## src/rtl/core/uib_ram.sv

```systemverilog
// Generic simple dual-port RAM with registered read.
module uib_ram #(
    parameter int WIDTH = 8,
    parameter int DEPTH = 256
) (
    input  logic                     clk,
    input  logic                     we,
    input  logic [$clog2(DEPTH)-1:0] waddr,
    input  logic [WIDTH-1:0]         wdata,
    input  logic                     re,
    input  logic [$clog2(DEPTH)-1:0] raddr,
    output logic [WIDTH-1:0]         rdata
);

    logic [WIDTH-1:0] mem_reg [DEPTH];
    logic [WIDTH-1:0] rdata_reg;

    always_ff @(posedge clk)
    begin
        if (we)
        begin
            mem_reg[waddr] <= wdata;
        end
        if (re)
        begin
            rdata_reg <= mem_reg[raddr];
        end
    end

    assign rdata = rdata_reg;

endmodule

```

## config.mk

```make
export PLATFORM = sky130hd
export DESIGN_NAME = uib_ram
export DESIGN_NICKNAME = d
export VERILOG_FILES = /design/src/rtl/core/uib_ram.sv
export SDC_FILE = /design/constraint.sdc
export NUM_CORES = 2
export LEC_CHECK = 0
export BUFFER_PORTS_ARGS = -buffer_cell sky130_fd_sc_hd__buf_2
export CAP_MARGIN = 20
export CORE_MARGIN = 2
export CORE_UTILIZATION = 50
export DETAILED_ROUTE_END_ITERATION = 6
export GPL_TIMING_DRIVEN = 0
export PLACE_DENSITY = 0.72
export SLEW_MARGIN = 20
export SYNTH_ARGS = -nofsm -noshare
export SYNTH_HDL_FRONTEND = slang
export SYNTH_SLANG_ARGS = --single-unit
```

## constraint.sdc

```tcl
create_clock -name clk -period 3.17 [get_ports clk]
set_clock_uncertainty 0.15 [all_clocks]
set_input_delay 0.1585 -clock clk [delete_from_list [all_inputs] [get_ports clk]]
set_output_delay 0.1585 -clock clk [all_outputs]
set_load 0.02 [all_outputs]
```

==> impl_metrics.py <==
metrics = {
    "status": {
        "status": "finished, violations left",
        "violations": "design-rule violations, negative setup slack",
    },
    "yosys": {
        "async_flop_share_pct": 0,
        "synth_top_flop_cell": "edfxtp_1",
        "yosys_warnings": 0,
        "synthTopCellsByArea": "edfxtp_1 78%, mux4_2 13%, mux2i_1 1.7%",
        "synth_fp_nets": 3760,
        "synthesis.area_um2": 79600,
        "yosys_register_bits": 2056,
        "synthDistinctLibCells": 54,
        "ys_seq_area_share_pct": 77.5,
        "netlist_instances": 3733,
        "synthTopCellsByCount": "2056 x edfxtp_1, 454 x mux4_2, 282 x nor2_1, 134 x mux2i_1, 133 x a22oi_1",
        "yosysMostFrequentCell": "edfxtp_1",
        "post-synth-top-area-cell": "edfxtp_1",
        "synth_edf_count": 2056,
        "avgSynthCellArea_um2": 21.3,
        "synth_top_area_share_pct": 77.5,
    },
    "timing": {
        "layout_setup_ws_ns": -0.335,
        "fmax_ghz": 0.285,
        "tightestPinTransition_ns": 1.17,
        "slew_headroom_pct": 21.8,
        "min_period_ns": 3.50,
        "drv_slew": 0,
        "setup_viol": 30,
        "hold_viol": 0,
        "finalCritPeriodShare_pct": 111,
        "rsz0062_at_grt": "yes",
    },
    "floorplanning": {
        "die_width_um": 403,
        "std_cell_rows": 146,
        "die_area_um2": 162000,
        "start_util_pct": 50.3,
        "ioPinCount": 35,
        "fp.coreArea_um2": 158000,
        "fp.dieH_um": 403,
    },
    "worst_setup_path": {
        "worst-setup-path-type": "in -> reg",
        "crit_arrival_ns": 3.90,
        "cp-end-kind": "flip-flop",
        "r2r_start": "mem_reg[27][5]$_DFFE_PP_",
        "startpoint_type": "input pin",
        "crit_end": "rdata[5]$_DFFE_PP_",
        "r2r_setup_slack_ns": -0.02,
        "worstRegToRegCells": 6,
        "startpoint": "raddr[4]",
        "critical_path_required_ns": 3.57,
        "worstPathMaxFanout": 10,
        "timing.rr.end": "rdata[5]$_DFFE_PP_",
    },
    "pwr": {
        "p_seq_share_pct": 52.9,
        "p_sw_mw": 12.6,
        "power.density_nw_per_um2": 630,
        "irDropWorstVdd_mv": 0.555,
        "p_int_mw": 44.1,
        "power_frac_comb_pct": 5.8,
        "pwr-share-clk_pct": 41.3,
        "power_switching_share_pct": 22.3,
        "power.leakage_nw": 27.8,
    },
    "route": {
        "final_antenna_net_count": 0,
        "via_per_inst": 6.77,
        "wl_per_cell_um": 37.2,
        "routed_wl_mm": 232,
        "drt-pass1-iter-count": 7,
        "num_vias": 42255,
        "dr.first_iter.drc_count": 7694,
        "drcViolationCount": 46,
    },
    "placed_design": {
        "placedCellCount": 5863,
        "port_buffers": 27,
        "gp_congestion": 1.02,
        "post_dp_cell_area_um2": 83300,
        "hpwl_mm": 157,
    },
    "layout": {
        "num-nets-final": 4031,
        "nFillCells": 11316,
        "largest_reg_flops": 2048,
        "final_area_um2": 90000,
        "layout-drive-gt1-share_pct": 23.5,
        "area_growth_syn_to_layout_pct": 13.0,
        "final_cells": 6244,
    },
    "cts": {
        "clock_latency_ns": 0.87,
        "cts_htree_levels": 4,
        "clk_pin_slew_ns": 0.07,
        "cts_tree": "built",
        "post-cts-setup-buffers": 0,
        "cts_num_sinks": 2056,
        "clockRootBuffer": "clkbuf_16",
        "cts_buffers": 198,
        "cts_max_path_buffers": 3,
    },
    "hold_path": {
        "min_path_cells": 4,
        "min_path_type": "in -> reg",
    },
    "global_routing": {
        "grt_pass1_vias": 40336,
        "grt_pass1_wl_mm": 318,
        "antenna_found_initial": 16,
        "grt_util_all_layers_pct": 28.6,
        "grt_max_degree": 140,
        "gr-total-overflow": 0,
    },
    "job": {
        "drv_cap": 0,
    },
}
[layout make-up]
type | count | area [um^2] | share of cell area (%)
inverters | 2 | 7.51 | 0.00834
clock inverters | 127 | 1300 | 1.44
diodes | 9 | 22.5 | 0.0250
flip-flops and latches | 2056 | 61700 | 68.6
multi-input cells | 1442 | 16600 | 18.5
clock buffers | 232 | 5080 | 5.65
well taps | 2072 | 2590 | 2.88
plain buffers | 233 | 1540 | 1.72
repair buffers | 71 | 1090 | 1.21
[worst min path at each step]
stage                  start                         to  slack, ns
floorplan           wdata[0]    mem_reg[0][0]$_DFFE_PP_       0.11
global placement          re         rdata[3]$_DFFE_PP_       0.43
detailed placement  wdata[3]  mem_reg[190][3]$_DFFE_PP_       0.39
CTS                 waddr[7]  mem_reg[100][6]$_DFFE_PP_       0.02
global route              re         rdata[7]$_DFFE_PP_       0.10
finish              waddr[7]  mem_reg[100][6]$_DFFE_PP_       0.09
[power by group through the flow]
stage	Clock [mW]	Combinational, mW	Sequential [mW]
after global routing	24.4	3.32	30.0
after CTS	23.4	3.17	30.0
after floorplan	0	1.46	30.6
after detailed placement	0	3.11	30.6
final	23.4	3.28	30.0
after global placement	0	2.94	30.7
[logic make-up (layout without fill, tap and decap cells)]
kind of cell | count (synthesis) | in the layout | synth area share (%)
flops | 2056 | 2056 | 77.5
simple gates | 466 | 466 | 2.63
other cells | 0 | 9 | 0
buf+inv | 235 | 665 | 1.83
mux | 591 | 591 | 14.6
compound gates | 385 | 385 | 3.42
[metal layers]
layer | routed length, um | global-route usage (%) | vias up
met2 | 103000 | 41.7 | 3467
met4 | 14700 | 15.6 | 12
met3 | 34300 | 10.4 | 687
li1 | - | - | 16278
met5 | 252 | 0.387 | -
met1 | 80100 | 37.6 | 21811
[critical path: stages]
cell	delay, ns
buf_2	0.10
buf_4	0.29
clkbuf_1	0.75
or2_2	0.23
buf_1	0.83
a21oi_1	0.27
nor4_2	1.00
nor4_2	0.23
[cell usage in the layout, fill, tap and decap left out, types with 10 or more instances in the layout]
master | netlist | layout
clkinv_1 | 1 | 54
nor4_2 | 3 | 12
nor3_1 | 22 | 22
o211ai_1 | 10 | 10
nor2b_1 | 31 | 30
nor2_1 | 282 | 280
a221oi_1 | 13 | 11
edfxtp_1 | 2056 | 2056
a21oi_1 | 96 | 92
clkbuf_16 | 0 | 198
clkbuf_1 | 111 | 105
buf_4 | 27 | 30
a211oi_1 | 16 | 14
buf_8 | 13 | 21
o221ai_1 | 46 | 46
buf_12 | 8 | 13
buf_2 | 31 | 56
buf_16 | 0 | 22
nand4_1 | 10 | 10
a22oi_1 | 133 | 133
mux2i_1 | 134 | 134
buf_1 | 22 | 10
o22ai_1 | 28 | 28
o21ai_0 | 10 | 10
bufinv_16 | 0 | 19
clkbuf_2 | 0 | 41
nand3_1 | 34 | 34
mux4_2 | 454 | 454
buf_6 | 21 | 22
clkinv_2 | 0 | 32
nand2_1 | 33 | 33
dlygate4sd3_1 | 0 | 12
[repair_timing]
action	in CTS	in global routing
endpoints found under the setup margin	8	7
endpoints found under the hold margin	1299	0
hold buffers	12	0
resized for setup	41	16
[stage by stage]
step	worst slack, ns	hold slack, ns	utilization [%]	total power, mW	setup TNS (ns)
floorplan	0.785	0.107	-	32.0	0
global route	-0.0308	0.104	56.9	57.8	-0.0558
CTS	0.00590	0.0234	56.9	56.6	0
detailed placement	-1.61	0.391	52.7	33.7	-196.87
global placement	-2.07	0.428	52.1	33.6	-3095.73
finish	-0.335	0.0902	56.9	56.7	-1.95
(Power assumes the default switching activity.)
