`src/rtl/core/uib_pkg.sv`:
```
// Shared types, codes and sizes of the UART interrupt buffer engine.
package uib_pkg;

    localparam int RX_DEPTH_DEF = 256;
    localparam int TX_DEPTH_DEF = 512;
    localparam int BYTE_W       = 8;
    localparam int LEVEL_W      = 9;

    // Item operations
    localparam logic [1:0] OP_UART_EVENT = 2'd0;
    localparam logic [1:0] OP_HOST_READ  = 2'd1;
    localparam logic [1:0] OP_TX_BLOCK   = 2'd2;
    localparam logic [1:0] OP_DIRECT     = 2'd3;

    // Interrupt identification codes, low nibble
    localparam logic [3:0] IIR_THRE = 4'h2;
    localparam logic [3:0] IIR_RDA  = 4'h4;
    localparam logic [3:0] IIR_RLS  = 4'h6;
    localparam logic [3:0] IIR_CTO  = 4'hC;

    typedef struct packed {
        logic [1:0]        opcode;
        logic [3:0]        iir_code;
        logic [BYTE_W-1:0] rx_byte;
        logic [BYTE_W-1:0] tx_data;
        logic              block_last;
    } uib_in_t;

    typedef struct packed {
        logic               send_valid;
        logic [BYTE_W-1:0]  send_byte;
        logic               read_valid;
        logic [BYTE_W-1:0]  read_data;
        logic               read_empty;
        logic [LEVEL_W-1:0] rx_level;
        logic               rx_overflow;
    } uib_out_t;

    // Result of one item before the store read data joins it
    typedef struct packed {
        logic               send_valid;
        logic               send_from_ram;
        logic [BYTE_W-1:0]  send_direct;
        logic               read_valid;
        logic               read_empty;
        logic [LEVEL_W-1:0] rx_level;
        logic               rx_overflow;
    } uib_info_t;

endpackage

```
`src/rtl/core/uib_ctrl.sv`:
```
// Ring and transmit block pointers; decodes each accepted item into store accesses.
module uib_ctrl #(
    parameter int RX_DEPTH = uib_pkg::RX_DEPTH_DEF,
    parameter int TX_DEPTH = uib_pkg::TX_DEPTH_DEF
) (
    input  logic                             clk,
    input  logic                             rst_n,
    input  logic                             accept,
    input  uib_pkg::uib_in_t                 item,
    output logic                             rx_we,
    output logic [$clog2(RX_DEPTH)-1:0]      rx_waddr,
    output logic                             rx_re,
    output logic [$clog2(RX_DEPTH)-1:0]      rx_raddr,
    output logic                             tx_we,
    output logic [$clog2(TX_DEPTH)-1:0]      tx_waddr,
    output logic                             tx_re,
    output logic [$clog2(TX_DEPTH)-1:0]      tx_raddr,
    output uib_pkg::uib_info_t               info
);

    localparam int RXA = $clog2(RX_DEPTH);
    localparam int RXC = $clog2(RX_DEPTH + 1);
    localparam int TXA = $clog2(TX_DEPTH);
    localparam int TXC = $clog2(TX_DEPTH + 1);

    logic [RXA-1:0] rx_rd_ptr_reg, rx_rd_ptr_next;
    logic [RXA-1:0] rx_wr_ptr_reg, rx_wr_ptr_next;
    logic [RXC-1:0] rx_count_reg, rx_count_next;
    logic [TXC-1:0] tx_length_reg, tx_length_next;
    logic [TXC-1:0] tx_pos_reg, tx_pos_next;
    logic [TXC-1:0] tx_load_reg, tx_load_next;
    logic [TXC-1:0] load_pos;

    function automatic logic [RXA-1:0] ring_advance(input logic [RXA-1:0] p);
        return (p == RXA'(RX_DEPTH - 1)) ? '0 : p + 1'b1;
    endfunction

    always_comb
    begin
        rx_rd_ptr_next = rx_rd_ptr_reg;
        rx_wr_ptr_next = rx_wr_ptr_reg;
        rx_count_next  = rx_count_reg;
        tx_length_next = tx_length_reg;
        tx_pos_next    = tx_pos_reg;
        tx_load_next   = tx_load_reg;
        load_pos       = tx_load_reg;
        rx_we    = 1'b0;
        rx_waddr = rx_wr_ptr_reg;
        rx_re    = 1'b0;
        rx_raddr = rx_rd_ptr_reg;
        tx_we    = 1'b0;
        tx_waddr = tx_load_reg[TXA-1:0];
        tx_re    = 1'b0;
        tx_raddr = tx_pos_reg[TXA-1:0];
        info     = '0;

        if (accept)
        begin
            unique case (item.opcode)
                uib_pkg::OP_UART_EVENT:
                begin
                    case (item.iir_code) inside
                        uib_pkg::IIR_THRE:
                        begin
                            if (tx_pos_reg < tx_length_reg)
                            begin
                                info.send_valid    = 1'b1;
                                info.send_from_ram = 1'b1;
                                tx_re              = 1'b1;
                                tx_pos_next        = tx_pos_reg + 1'b1;
                            end
                        end
                        uib_pkg::IIR_RDA, uib_pkg::IIR_RLS, uib_pkg::IIR_CTO:
                        begin
                            if (rx_count_reg < RXC'(RX_DEPTH))
                            begin
                                rx_we          = 1'b1;
                                rx_wr_ptr_next = ring_advance(rx_wr_ptr_reg);
                                rx_count_next  = rx_count_reg + 1'b1;
                            end
                            else
                            begin
                                info.rx_overflow = 1'b1;
                            end
                        end
                        default:
                        begin
                        end
                    endcase
                end
                uib_pkg::OP_HOST_READ:
                begin
                    if (rx_count_reg == '0)
                    begin
                        info.read_empty = 1'b1;
                    end
                    else
                    begin
                        info.read_valid = 1'b1;
                        rx_re           = 1'b1;
                        rx_rd_ptr_next  = ring_advance(rx_rd_ptr_reg);
                        rx_count_next   = rx_count_reg - 1'b1;
                    end
                end
                uib_pkg::OP_TX_BLOCK:
                begin
                    // first byte of a block drops what is left of the previous one
                    if (tx_load_reg == '0)
                    begin
                        tx_length_next = '0;
                        tx_pos_next    = '0;
                    end
                    if (tx_load_reg < TXC'(TX_DEPTH))
                    begin
                        tx_we    = 1'b1;
                        load_pos = tx_load_reg + 1'b1;
                    end
                    if (item.block_last)
                    begin
                        tx_length_next  = load_pos;
                        tx_pos_next     = TXC'(1);
                        tx_load_next    = '0;
                        info.send_valid = 1'b1;
                        // a one-byte block is written this cycle: bypass the store
                        if (tx_load_reg == '0)
                        begin
                            info.send_direct = item.tx_data;
                        end
                        else
                        begin
                            info.send_from_ram = 1'b1;
                            tx_re              = 1'b1;
                            tx_raddr           = '0;
                        end
                    end
                    else
                    begin
                        tx_load_next = load_pos;
                    end
                end
                uib_pkg::OP_DIRECT:
                begin
                    info.send_valid  = 1'b1;
                    info.send_direct = item.tx_data;
                end
                default:
                begin
                end
            endcase
        end

        info.rx_level = uib_pkg::LEVEL_W'(rx_count_next);
    end

    always_ff @(posedge clk or negedge rst_n)
    begin
        if (!rst_n)
        begin
            rx_rd_ptr_reg <= '0;
            rx_wr_ptr_reg <= '0;
            rx_count_reg  <= '0;
            tx_length_reg <= '0;
            tx_pos_reg    <= '0;
            tx_load_reg   <= '0;
        end
        else
        begin
            rx_rd_ptr_reg <= rx_rd_ptr_next;
            rx_wr_ptr_reg <= rx_wr_ptr_next;
            rx_count_reg  <= rx_count_next;
            tx_length_reg <= tx_length_next;
            tx_pos_reg    <= tx_pos_next;
            tx_load_reg   <= tx_load_next;
        end
    end

endmodule

```
`config.mk`:
```
export PLATFORM = sky130hd
export DESIGN_NAME = uib_ctrl
export DESIGN_NICKNAME = d
export VERILOG_FILES = /design/src/rtl/core/uib_pkg.sv /design/src/rtl/core/uib_ctrl.sv
export SDC_FILE = /design/constraint.sdc
export NUM_CORES = 1
export LEC_CHECK = 0
export BUFFER_PORTS_ARGS = -buffer_cell sky130_fd_sc_hd__clkbuf_2
export CORE_MARGIN = 10
export CORE_UTILIZATION = 30
export CTS_BUF_LIST = sky130_fd_sc_hd__clkbuf_2 sky130_fd_sc_hd__clkbuf_4 sky130_fd_sc_hd__clkbuf_8
export CTS_CLUSTER_SIZE = 8
export DETAILED_ROUTE_END_ITERATION = 10
export SYNTH_ARGS = -nofsm -noshare
export SYNTH_HDL_FRONTEND = slang
export SYNTH_SLANG_ARGS = --single-unit
```
`constraint.sdc`:
```
create_clock -name clk -period 3.13 [get_ports clk]
set_input_delay 0.313 -clock clk [delete_from_list [all_inputs] [get_ports clk]]
set_output_delay 0.313 -clock clk [all_outputs]
set_load 0.03 [all_outputs]
```
==> results.cfg <==
[status]
run_status = completed

[synth]
synth_fp_nets = 436
synth-seq-area-share_pct = 39.2
postSynthCellCount = 394
syn_area_per_cell_um2 = 8.92
ys_ff_latch = 55
synthArstFlopShare_pct = 100
yosys_warnings = 0
synth.distinct_cells = 61
synth-edff-count = 0
synth-main-ff-cell = dfrtp_1
netlist_area_mm2 = 0.00351

[global_route]
grt_pass1_wl_um = 15900
grt_pass1_vias = 3204
grtUsageTotal_pct = 11.3
grt_overflow_total = 0
grt_max_degree = 40
antenna_found_initial = 0

[timing]
maxSlewHeadroom_pct = 33.2
setup_viol = 0
tightestPinTransition_ns = 1.00
hold_viol_final = 0
fin_crit_ns = 3.00
slew_violations = 0
finClkSkew_ns = 0.00946
worst_slack_ns = 0.131
period_share_pct = 95.8
max_freq_ghz = 0.333

[die]
die_area_mm2 = 0.0164
die_h_um = 128
initial_utilization_pct = 30.6
core-area_mm2 = 0.0115
fp.dieW_um = 128
pin_count = 86
rows = 39

[layout]
diodes = 0
final_common_cell = clkbuf_2
n_fill_cell = 1164
stdcell_count = 606
layout_common_cells = clkbuf_2 (75), dfrtp_1 (54), nand2_1 (34), nor2_1 (26), inv_1 (25)
synthToLayoutAreaGrowth_pct = 17.8
nets = 505
drive_above_1_share_pct = 25.1
final_area_mm2 = 0.00414

[placement]
portBuffers = 77
dp_slack_ns = 0.302
dpl.hpwl_um = 7240
placed_cells = 595
placed_cell_area_mm2 = 0.00398
place.gp.congestion = 0.876

[route]
antenna_left = 0
drt_iter0_drc = 145
via_per_inst = 5.17
drcViolationCount = 0
drt_wl_total_um = 9390
route.vias.total = 3136
drtPass1Iterations = 4
post_drt_wl_per_cell_um = 15.5

[critical_path]
critical_path_required_ns = 2.82
r2r_end = tx_pos_reg[3]$_DFFE_PN0P_
arrival_ns = 2.69
critical_path.endpoint_type = output pin
start_kind = register
crit_type = reg -> out
rr_worst_depth = 8
r2r-start = tx_load_reg[0]$_DFFE_PN0P_
crit_fanout = 4
rrSetupSlack_ns = 0.57

[clock_tree]
clock_sinks = 55
cts_hold_buffers = 0
htree_levels = 2
cts.clk_slew.worst_paths_ns = 0.10
clk_latency_ns = 0.31
clockBufferDepth = 2
cts_tree = done
cts_buffers = 5
clockRootBuffer = clkbuf_8

[power]
p_switching_mw = 1.04
p_clk_share_pct = 19.1
p_sw_share_pct = 41.8
p_int_mw = 1.44
irDropWorstVdd_uv = 523
power_frac_seq_pct = 41.6
p_leak_nw = 1.92
power_density_mw_per_mm2 = 597
comb_power_share_pct = 39.3

[job]
cap_violations = 0

[worst_hold_path]
hp-class = in -> async
[power groups by stage]
stage / registers [mW] / clock network, mW / logic, mW
after floorplan: 1.07 / 0 / 0.606
after global placement: 1.04 / 0 / 0.901
after detailed placement: 1.05 / 0 / 0.915
after CTS: 1.02 / 0.497 / 0.957
after global routing: 1.06 / 0.516 / 1.08
final: 1.03 / 0.473 / 0.972
[per-layer routing]
metal / track usage (%) / part of all wire (%) / wire length [um]
met5: 0 / 0 / 0
met4: 2.05 / 0.78 / 73
met3: 3.31 / 6.8 / 634
met2: 18.6 / 46 / 4360
met1: 14.4 / 46 / 4320
[synth_stat cells, drive strengths merged, types with 5 or more instances]
library cell | n | area, um2
dfrtp | 55 | 1380
nand2 | 35 | 139
inv | 26 | 97.6
nor2 | 26 | 97.6
o21ai | 25 | 125
a21oi | 24 | 124
buf | 16 | 111
ha | 16 | 200
nand3 | 16 | 80.1
o22ai | 12 | 75.1
and2 | 11 | 70.1
xnor2 | 11 | 96.3
clkbuf | 10 | 37.5
xor2 | 10 | 87.6
and3 | 8 | 51.3
nand2b | 7 | 43.8
nand4 | 7 | 43.8
nor2b | 7 | 43.8
nor3 | 7 | 35.0
o31ai | 7 | 52.6
mux2i | 5 | 50.1
o2111ai | 5 | 43.8
o41ai | 5 | 51.3
[worst max-delay path, cell delays in order (launching register included)]
cell and delay (ns):
dfrtp_1 0.36, inv_1 0.05, ha_1 0.20, or3b_2 0.23, o31ai_1 0.10, or4_1 0.44, or3_4 0.37, o41ai_4 0.22
xor2_1 0.22, buf_4 0.19
[worst max-delay path by stage]
stage	cells after the start	slack, ns	from	end
after CTS	9	0.09	rx_count_reg[0]$_DFF_PN0_	info[8]
after global routing	9	-0.003	rx_count_reg[0]$_DFF_PN0_	info[8]
after global placement	9	0.34	rx_count_reg[0]$_DFF_PN0_	info[8]
final	9	0.13	rx_count_reg[0]$_DFF_PN0_	info[8]
after detailed placement	9	0.30	rx_count_reg[0]$_DFF_PN0_	info[8]
after floorplan	8	0.32	tx_pos_reg[3]$_DFFE_PN0P_	info[20]
[area by class of cell]
class	instances	area, um2	share of cell area, %
inverters	26	97.6	2.36
well taps	143	179	4.32
clock buffers	6	76.3	1.84
repair buffers	88	473	11.4
flip-flops and latches	55	1380	33.3
multi-input cells	287	1910	46.1
clock inverters	1	30.0	0.725
[cells by family after synthesis]
family	share of synthesized area, %
AOI/OAI and AO/OA	18.2
xor gates and xnor gates	5.23
adders and majority gates	5.70
buffers and inverters	7.02
DFF	39.2
muxes	2.07
and+or+nand+nor	22.6
[through the flow]
| step | TNS (ns) | util (%) | power (mW) | hold WS, ns |
|---|---|---|---|---|
| 3_3_place_gp | 0 | 34.7 | 1.94 | 0.475 |
| 6_report | 0 | 36.1 | 2.47 | 0.151 |
| 3_5_place_dp | 0 | 34.7 | 1.96 | 0.479 |
| 5_1_grt | -0.00293 | 36.1 | 2.65 | 0.232 |
| 2_1_floorplan | 0 | - | 1.68 | 0.0174 |
| 4_1_cts | 0 | 35.8 | 2.47 | 0.186 |
[what timing repair did]
action,in CTS,in global routing
endpoints found under the setup margin,2,3
pin swaps,0,1
resized for setup,1,7
setup buffers,2,2
(Power assumes the default switching activity.)
