==> src/rtl/core/uib_pkg.sv <==
// Shared types, codes and sizes of the UART interrupt buffer engine.
package uib_pkg;

    localparam int RX_DEPTH_DEF = 256;
    localparam int TX_DEPTH_DEF = 512;
    localparam int BYTE_W       = 8;
    localparam int LEVEL_W      = 9;

    // Item operations
    localparam logic [1:0] OP_UART_EVENT = 2'd0;
    localparam logic [1:0] OP_HOST_READ  = 2'd1;
    localparam logic [1:0] OP_TX_BLOCK   = 2'd2;
    localparam logic [1:0] OP_DIRECT     = 2'd3;

    // Interrupt identification codes, low nibble
    localparam logic [3:0] IIR_THRE = 4'h2;
    localparam logic [3:0] IIR_RDA  = 4'h4;
    localparam logic [3:0] IIR_RLS  = 4'h6;
    localparam logic [3:0] IIR_CTO  = 4'hC;

    typedef struct packed {
        logic [1:0]        opcode;
        logic [3:0]        iir_code;
        logic [BYTE_W-1:0] rx_byte;
        logic [BYTE_W-1:0] tx_data;
        logic              block_last;
    } uib_in_t;

    typedef struct packed {
        logic               send_valid;
        logic [BYTE_W-1:0]  send_byte;
        logic               read_valid;
        logic [BYTE_W-1:0]  read_data;
        logic               read_empty;
        logic [LEVEL_W-1:0] rx_level;
        logic               rx_overflow;
    } uib_out_t;

    // Result of one item before the store read data joins it
    typedef struct packed {
        logic               send_valid;
        logic               send_from_ram;
        logic [BYTE_W-1:0]  send_direct;
        logic               read_valid;
        logic               read_empty;
        logic [LEVEL_W-1:0] rx_level;
        logic               rx_overflow;
    } uib_info_t;

endpackage

==> src/rtl/core/uib_if.sv <==


interface uib_out_if;
    logic              valid;
    logic              ready;
    uib_pkg::uib_out_t data;

    modport source (output valid, output data, input ready);
    modport sink   (input valid, input data, output ready);
endinterface

==> src/rtl/core/uib_out_stage.sv <==
// Store-read stage and result register; joins read data to the item's result.
module uib_out_stage (
    input  logic                            clk,
    input  logic                            rst_n,
    input  logic                            accept,
    input  uib_pkg::uib_info_t              info,
    input  logic [uib_pkg::BYTE_W-1:0]      rx_rdata,
    input  logic [uib_pkg::BYTE_W-1:0]      tx_rdata,
    output logic                            in_ready,
    uib_out_if.source                       rsp
);

    logic               s1_valid_reg;
    uib_pkg::uib_info_t s1_reg;
    logic               out_valid_reg;
    uib_pkg::uib_out_t  out_reg;
    uib_pkg::uib_out_t  result;
    logic               advance;

    assign advance  = !out_valid_reg || rsp.ready;
    assign in_ready = !s1_valid_reg || advance;

    always_comb
    begin
        result.send_valid  = s1_reg.send_valid;
        result.send_byte   = s1_reg.send_from_ram ? tx_rdata : s1_reg.send_direct;
        result.read_valid  = s1_reg.read_valid;
        result.read_data   = s1_reg.read_valid ? rx_rdata : '0;
        result.read_empty  = s1_reg.read_empty;
        result.rx_level    = s1_reg.rx_level;
        result.rx_overflow = s1_reg.rx_overflow;
    end

    always_ff @(posedge clk or negedge rst_n)
    begin
        if (!rst_n)
        begin
            s1_valid_reg  <= 1'b0;
            out_valid_reg <= 1'b0;
        end
        else
        begin
            if (in_ready)
            begin
                s1_valid_reg <= accept;
            end
            if (advance)
            begin
                out_valid_reg <= s1_valid_reg;
            end
        end
    end

    // hold the stage while the result register is stalled
    always_ff @(posedge clk)
    begin
        if (accept)
        begin
            s1_reg <= info;
        end
        if (advance && s1_valid_reg)
        begin
            out_reg <= result;
        end
    end

    assign rsp.valid = out_valid_reg;
    assign rsp.data  = out_reg;

endmodule

==> src/flat_wrapper.sv <==
// flat-port wrapper written by rule: the top's interface ports become plain ports
module uib_out_stage_flat 
  (clk, rst_n, accept, info, rx_rdata, tx_rdata, in_ready, rsp_valid, rsp_data, rsp_ready);
  uib_out_if rsp_i ();
  input  logic clk;
  input  logic rst_n;
  input  logic accept;
  input  uib_pkg::uib_info_t info;
  input  logic [uib_pkg::BYTE_W-1:0] rx_rdata;
  input  logic [uib_pkg::BYTE_W-1:0] tx_rdata;
  output logic in_ready;
  output wire logic [$bits(rsp_i.valid)-1:0] rsp_valid;
  output wire logic [$bits(rsp_i.data)-1:0] rsp_data;
  input wire logic [$bits(rsp_i.ready)-1:0] rsp_ready;
  assign rsp_valid = rsp_i.valid;
  assign rsp_data = rsp_i.data;
  assign rsp_i.ready = rsp_ready;
  uib_out_stage u_core (.clk(clk), .rst_n(rst_n), .accept(accept), .info(info), .rx_rdata(rx_rdata), .tx_rdata(tx_rdata), .in_ready(in_ready), .rsp(rsp_i));
endmodule
==> config.mk <==
export PLATFORM = sky130hd
export DESIGN_NAME = uib_out_stage_flat
export DESIGN_NICKNAME = d
export VERILOG_FILES = /design/src/rtl/core/uib_pkg.sv /design/src/rtl/core/uib_if.sv /design/src/rtl/core/uib_out_stage.sv /design/src/flat_wrapper.sv
export SDC_FILE = /design/constraint.sdc
export NUM_CORES = 1
export LEC_CHECK = 0
export ABC_AREA = 1
export BUFFER_PORTS_ARGS = -buffer_cell sky130_fd_sc_hd__buf_2
export CORE_MARGIN = 2
export CORE_UTILIZATION = 47
export DETAILED_ROUTE_END_ITERATION = 10
export PLACE_DENSITY = 0.75
export SYNTH_ARGS = -nofsm -noshare
export SYNTH_HDL_FRONTEND = slang
export SYNTH_SLANG_ARGS = --single-unit
==> constraint.sdc <==
create_clock -name clk -period 2.46 [get_ports clk]
set_input_delay 0.738 -clock clk [delete_from_list [all_inputs] [get_ports clk]]
set_output_delay 0.738 -clock clk [all_outputs]
set_load 0.02 [all_outputs]
==> results.md, run 1 <==
Synth:
- The post-synthesis cell area is 0.00179 mm^2.
- The synthesis-stage register bit count is 53.
- The warning count from the yosys run is 0.
- The number of cells produced by synthesis is 103.
- The count of different cell masters after synthesis is 10.
- The synthesized area divided by synthesized cell count is 17.4 um^2.
- Sequential elements use 88.3% of the synthesized area.
- The synthesized net count is 145.

Placed design:
- The HPWL after detailed placement is 2.05 mm.
- Input and output buffers added on the ports amount to 72.
- Routability-driven placement finished with a final weighted congestion of 0.737.
- The number of placed instances, taps included, is 222.
- The worst setup slack before clock tree synthesis is 0.485 ns.

STA:
- After routing, the total negative slack on setup checks comes to 0 ns.
- Setup violations remaining at the end of the flow were counted as 0.
- Setup repair after global routing left no endpoint under its margin.
- Static timing analysis puts the maximum clock frequency at 0.508 GHz.
- The number of failing hold endpoints at the final stage was 0.
- Subtracting the final worst setup slack from the clock period gives 1.97 ns.
- The setup slack of the critical path after layout is 0.493 ns.
- The number of slew-limit violations in the final report is 0.
- Clock skew on the completed layout was measured at 0.00411 ns.
- The fraction of the cycle the final worst path needs is 80.0%.
- The relative max-transition margin is 66.9%.
- For the pin with the worst max-slew slack, the measured transition is 0.496 ns.

Layout:
- The count of nets after finishing is 223.
- The register cell area after layout is 0.00158 mm^2.
- Of the cells placed in the final design, the portion with a size suffix greater than 1 is 44.5%.
- The antenna diode count is 0.
- The post-synthesis to final-layout area growth is 28.2%.
- The final cell count without fillers is 230.
- Fill cells in the final layout number 294.
- Measured on the finished design, the core utilization comes to 62.7%.
- Leaving out fill and tap cells, the most frequent cells in the layout are 72 x sky130_fd_sc_hd__buf_2, 51 x sky130_fd_sc_hd__edfxtp_1, 19 x sky130_fd_sc_hd__inv_1, 19 x sky130_fd_sc_hd__nand2_1, 7 x sky130_fd_sc_hd__o21ai_0.
- The register with the most flip-flops in the layout has 29 of them.
- In the final layout, the multi-input gates occupy 133 um^2.
- The most common cell after layout, fill and taps aside is sky130_fd_sc_hd__buf_2.

Clock network:
- The clock-pin slew on the worst setup and hold paths is 0.08 ns.
- The number of buffers inserted to repair setup after CTS is 0.
- CTS placed an instance of sky130_fd_sc_hd__clkbuf_8 at the clock tree root.
- In this run, post-CTS hold repair placed 0 buffers.
- The worst-case clock buffer depth is 2.
- The number of gates given a new drive strength after cts is 0.
- The clock insertion delay at the later pin of the skew report is 0.30 ns.
- The clock net in this run drives a total of 53 sinks.
- TritonCTS built the clock tree.
- The number of buffers created by CTS is 5.
- The deepest level of the CTS H-tree is 2.

Min path:
- The classification of the worst-slack hold path is input pin to async pin.

Setup path:
- The start-to-end type of the worst setup path is input pin to output pin.
- The data arrival at the endpoint of the critical path is 1.23 ns.
- The worst register-to-register path begins at u_core.rsp.valid.
- The worst-case register-to-register setup slack is 1.19 ns.
- The count of cells along the worst register-to-register path is 2.
- STA classifies the critical path startpoint as an input pin.
- The endpoint required time on the critical path is 1.72 ns.
- The endpoint identified for the worst register-to-register timing path is u_core.rsp.data[21].
- The kind of end point of the critical path is an output pin.
- Along the worst path, the maximum fanout reaches 3.

Global route:
- The initial antenna violation count was 0.
- Global routing used 13.7% of the available tracks.
- The pin count of the biggest net entering global routing is 30.
- The first global-routing pass estimated 4.27 mm of wire.
- The total overflow left after global routing is 0.
- The via count of the first global-routing pass is 1004.

Flow run:
- Max-cap violations in this run came to 0.

Detailed routing:
- The number of DRC violations after detailed routing is 0.
- The aggregate routed wire length is 2.80 mm.
- The number of optimization iterations in the first detailed-route pass is 4.
- Once detail routing completed, the nets flagged for antenna violations numbered 0.
- Using the TritonRoute via totals, the vias-per-cell ratio works out to 4.40.
- After detailed routing, the average wire length per cell comes to 12.2 um.
- The number of DRC violations after detailed-routing iteration 0 is 29.
- The total via count after detailed routing is 1012.

Floorplanning:
- Once the floorplan was initialized, standard cells occupied 48.9% of the core.
- The number of standard-cell rows in the floorplan is 22.
- The I/O pin count is 73.
- The horizontal extent of the die is 65.7 um.
- In this run the vertical extent of the chip is 65.7 um.
- The floorplan step defined a die boundary enclosing 0.00432 mm^2.
- The placeable core region is 0.00366 mm^2.

Pwr:
- The leakage power is 1.03 nW.
- VDD sags by at most 0.000437 V.
- Power spread over the standard cell area amounts to 756 mW/mm^2.

Outcome:
- The run finished with clean final reports.
-- stage by stage --
stage               instance area [um^2]  total power [mW]  hold WS, ns
floorplan                           1790              1.22        0.400
global placement                    2210              1.30        0.401
detailed placement                  2210              1.31        0.405
CTS                                 2300              1.75        0.203
global route                        2300              1.80        0.196
finish                              2300              1.74        0.210
-- cell usage after synthesis --
master / n / area [um^2]
sky130_fd_sc_hd__edfxtp_1: 51 / 1530
sky130_fd_sc_hd__inv_1: 19 / 71.3
sky130_fd_sc_hd__nand2_1: 19 / 71.3
sky130_fd_sc_hd__o21ai_0: 7 / 35.0
sky130_fd_sc_hd__dfrtp_1: 2 / 50.1
sky130_fd_sc_hd__a21oi_1: 1 / 5.00
sky130_fd_sc_hd__buf_2: 1 / 5.00
sky130_fd_sc_hd__buf_6: 1 / 11.3
sky130_fd_sc_hd__nand3_1: 1 / 5.00
sky130_fd_sc_hd__o21ai_1: 1 / 5.00
-- kinds of logic after synthesis --
family	share of synthesized area, %
DFF	88.3
buffers and inverters	4.89
and+or+nand+nor	4.26
AOI/OAI and AO/OA	2.51
-- area by class of cell --
type                    instances  share of cell area [%]
clock buffers                   6                    3.16
flip-flops and latches         53                    68.9
well taps                      48                    2.62
multi-input cells              29                    5.78
inverters                      19                    3.11
clock inverters                 2                   0.436
repair buffers                 73                    16.0
-- worst max-delay path by stage --
stage	from	endpoint	slack [ns]	cells past startpoint
CTS	rsp_ready	in_ready	0.48	4
finish	rsp_ready	in_ready	0.49	4
floorplan	rsp_ready	u_core.rsp.data[0]	0.39	2
global placement	rsp_ready	in_ready	0.52	4
detailed placement	rsp_ready	in_ready	0.49	4
global route	rsp_ready	in_ready	0.45	4
-- metal layers --
| metal | wire [um] | global-route usage (%) | up-vias |
|---|---|---|---|
| met1 | 1060 | 15.0 | 449 |
| met5 | 0 | 0 | - |
| met4 | 27 | 3.13 | 0 |
| met3 | 324 | 6.16 | 3 |
| met2 | 1390 | 24.2 | 55 |
| li1 | - | - | 505 |
-- where the power goes --
part           total (mW)  switching [mW]  leakage, nW  internal (mW)
clock network       0.450           0.253       0.0450          0.197
logic               0.180           0.116        0.471         0.0638
registers            1.10          0.0256        0.518           1.08
total                1.74           0.395         1.03           1.34
-- worst max-delay path, stage by stage --
cell                      delay [ns]
sky130_fd_sc_hd__buf_2          0.09
sky130_fd_sc_hd__inv_1          0.12
sky130_fd_sc_hd__nand3_1        0.11
sky130_fd_sc_hd__buf_2          0.17
No activity file was read; power rests on OpenSTA's default activity.
==> run 2: changes to the inputs <==
- CORE_UTILIZATION: 47 -> 42
- PLACE_DENSITY: 0.75 -> 0.71
- clock period: 2.46 -> 1.6 ns (I/O delays scaled with it)
==> run 2 against run 1 <==
Register-to-register slack worse by 0.72 ns. Combinational power is 62% higher. Largest cell class unchanged. Cell area is 2.8% higher. Clock-buffer cell count stayed put. First-iteration DRC count grew to 2.8 times the previous value. Sequential power is 55% higher. Global-route usage is 0.64 points lower. Routed wire length is 5.3% higher. Sequential share of layout area is 1.8 points lower. Worst setup slack worse by 0.39 ns. Non-clock buffer count is 3 higher. Highest routed layer unchanged.
==> results.md, run 2 (same netlist as run 1, synthesis figures left out) <==
Outcome:
- The run finished with clean final reports.

STA:
- Counting I/O delays and the setup requirement, the final critical path takes 1.50 ns.
- In this run the tightest slew margin relative to its limit is 73.4%.
- The total of endpoints with negative setup slack in the final report is 0.
- In the finished design, the share of the clock period the worst path needs comes to 93.7%.
- In the final timing run, aggregate negative setup slack is 0 ns.
- The number of failing hold endpoints at the final stage came to 0.
- Derived from the worst setup path, the maximum achievable clock frequency is 0.667 GHz.
- Setup repair after global routing left no endpoint under its margin.
- At the pin with the least slew margin, the transition time is 0.399 ns.
- The number of slew-limit violations in the final report came to 0.
- Clock skew on the completed layout was measured at 0.00365 ns.

Placed design:
- The final weighted congestion of routability-driven global placement is 0.777.
- Counting tap cells, the placed design contains a total of 226 instances.
- During placement, the flow inserted port buffers numbering 72.
- The detailed placement HPWL is 2.22 mm.

Floorplanning:
- In this run the horizontal extent of the chip is 69.3 um.
- The I/O pin count is 73.
- The starting utilization of the core area is 44.1%.
- The placeable core region is 0.00406 mm^2.
- The floorplan step set the die height to 69.3 um.
- The floorplan step defined a die boundary enclosing 0.00480 mm^2.
- The number of standard-cell rows in the floorplan is 23.

Clock network:
- The later pin in the worst-skew pair is clocked with a latency of 0.29 ns.
- The cell sitting at the root of the clock tree is a sky130_fd_sc_hd__clkbuf_8.
- The worst-case clock buffer depth is 2.
- The TritonCTS clock tree is yes.
- Clock-pin slew was measured on the worst setup and hold paths at 0.09 ns.
- The number of buffers created by CTS is 5.
- The number of clock sinks is 53.
- The H-tree was split into 2 levels.

Flow run:
- The number of maximum-capacitance constraint violations is 0.

Min path:
- The classification of the worst-slack hold path is input pin to register.

Detailed routing:
- For this run, design rule violations remaining after detail routing come to 0.
- For this run, the detailed router's first-pass iteration total came to 4.
- The aggregate routed wire length is 2.95 mm.
- The detailed router finished its first iteration with 82 violations.
- The per-cell routed wire length is 12.5 um.
- The final route contains 1035 vias.
- The post-route antenna net violation count is 0.
- The post-detailed-route via-to-cell ratio is 4.40.

Layout:
- The final cell count without fillers is 235.
- Leaving out fill and tap cells, the most frequent cells in the layout are 72 x sky130_fd_sc_hd__buf_2, 51 x sky130_fd_sc_hd__edfxtp_1, 19 x sky130_fd_sc_hd__inv_1, 19 x sky130_fd_sc_hd__nand2_1, 7 x sky130_fd_sc_hd__o21ai_0.
- After the last flow step, the layout net total stands at 226.
- The register with the most flip-flops in the layout has 29 of them.
- Fill cells in the final layout number 333.
- Summing all multi-input logic gate instances after layout gives 133 um^2.
- The area growth from synthesis to layout is 31.9%.
- The post-route netlist has 44.9% of its cells at a drive strength greater than 1.
- The register cell area after layout is 0.00158 mm^2.
- The most common cell after layout, fill and taps aside is sky130_fd_sc_hd__buf_2.
- 0 antenna diodes ended up in the layout.

Setup path:
- The endpoint required time on the critical path is 1.12 ns.
- Of all nets on the critical path, the largest fanout is 4.
- The start-to-end type of the worst setup path is register to output pin.
- The worst setup path is launched from a register.
- The data arrival at the endpoint of the critical path is 1.02 ns.
- The worst setup path is captured at an output pin.

Global route:
- Global routing finished with a remaining overflow of 0.
- The via count of the first global-routing pass is 1068.
- Global routing used 13.1% of the available tracks across all layers.
- The pin count of the biggest net entering global routing is 30.
- The initial antenna violation count is 0.
- The first global-routing pass estimated 4.82 mm of wire.

Pwr:
- The leakage power is 1.06 nW.
- The highest ir drop seen on vdd is 0.000677 V.
- In this run the power density over the cells is 1200 mW/mm^2.
==> run 2: cell count changes in the layout (fill, tap and decap cells not counted), sizes merged <==
cell,before,now
buf,73,75
bufinv,0,1
clkinv,2,1
dlygate4sd3,0,1
==> run 2: routing by layer <==
metal | routed length (um) | GRT usage, %
met5 | 0 | 0
met4 | 40 | 5.23
met3 | 284 | 5.67
met2 | 1470 | 21.3
met1 | 1150 | 15.3
==> run 2: layout make-up <==
class | instances | area share, %
Clock buffer | 6 | 3.07
Clock inverter | 2 | 1.43
Inverter | 19 | 3.02
Multi-Input combinational cell | 29 | 5.62
Sequential cell | 53 | 67.0
Tap cell | 50 | 2.65
Timing Repair Buffer | 76 | 17.2
==> run 2: power breakdown <==
part,switching [mW],internal (mW)
Clock,0.383,0.462
Combinational,0.181,0.109
Sequential,0.0411,1.66
==> run 2: worst paths after layout <==
path | start | endpoint | slack (ns) | cells after the start
min in group asynchronous | rst_n | u_core.s1_valid_reg | 0.48 | 2
worst max register to register | u_core.rsp.valid | u_core.rsp.data[17] | 0.47 | 2
max in group asynchronous | rst_n | u_core.rsp.valid | 1.01 | 2
worst min-delay path | info[15] | u_core.s1_reg[15] | 0.36 | 1
worst max-delay path | u_core.rsp.valid | in_ready | 0.10 | 2
worst min register to register | u_core.result[7] | u_core.rsp.data[7] | 0.42 | 0
==> run 2: critical path, stage by stage, from the launching register on <==
cell and delay [ns]:
sky130_fd_sc_hd__dfrtp_2 0.45, sky130_fd_sc_hd__nand3_1 0.11, sky130_fd_sc_hd__buf_2 0.17
==> run 2: through the flow <==
stage          total power, mW  cell area (um^2)  hold WS, ns  worst slack (ns)  utilization (%)
2_1_floorplan             1.87              1800        0.184             0.122                -
3_3_place_gp              2.01              2240        0.264             0.178             55.3
3_5_place_dp              2.03              2240        0.270             0.162             55.3
4_1_cts                   2.88              2360        0.343            0.0779             58.2
5_1_grt                   2.97              2360        0.333            0.0334             58.2
6_report                  2.84              2360        0.357             0.101             58.2
==> run 2: what timing repair did <==
item | in CTS | in global routing
buffers inserted | 0 | 0
resized for setup | 0 | 1
hold endpoints to repair | 2 | 0
hold buffers | 1 | 0
setup endpoints to repair | 0 | 1
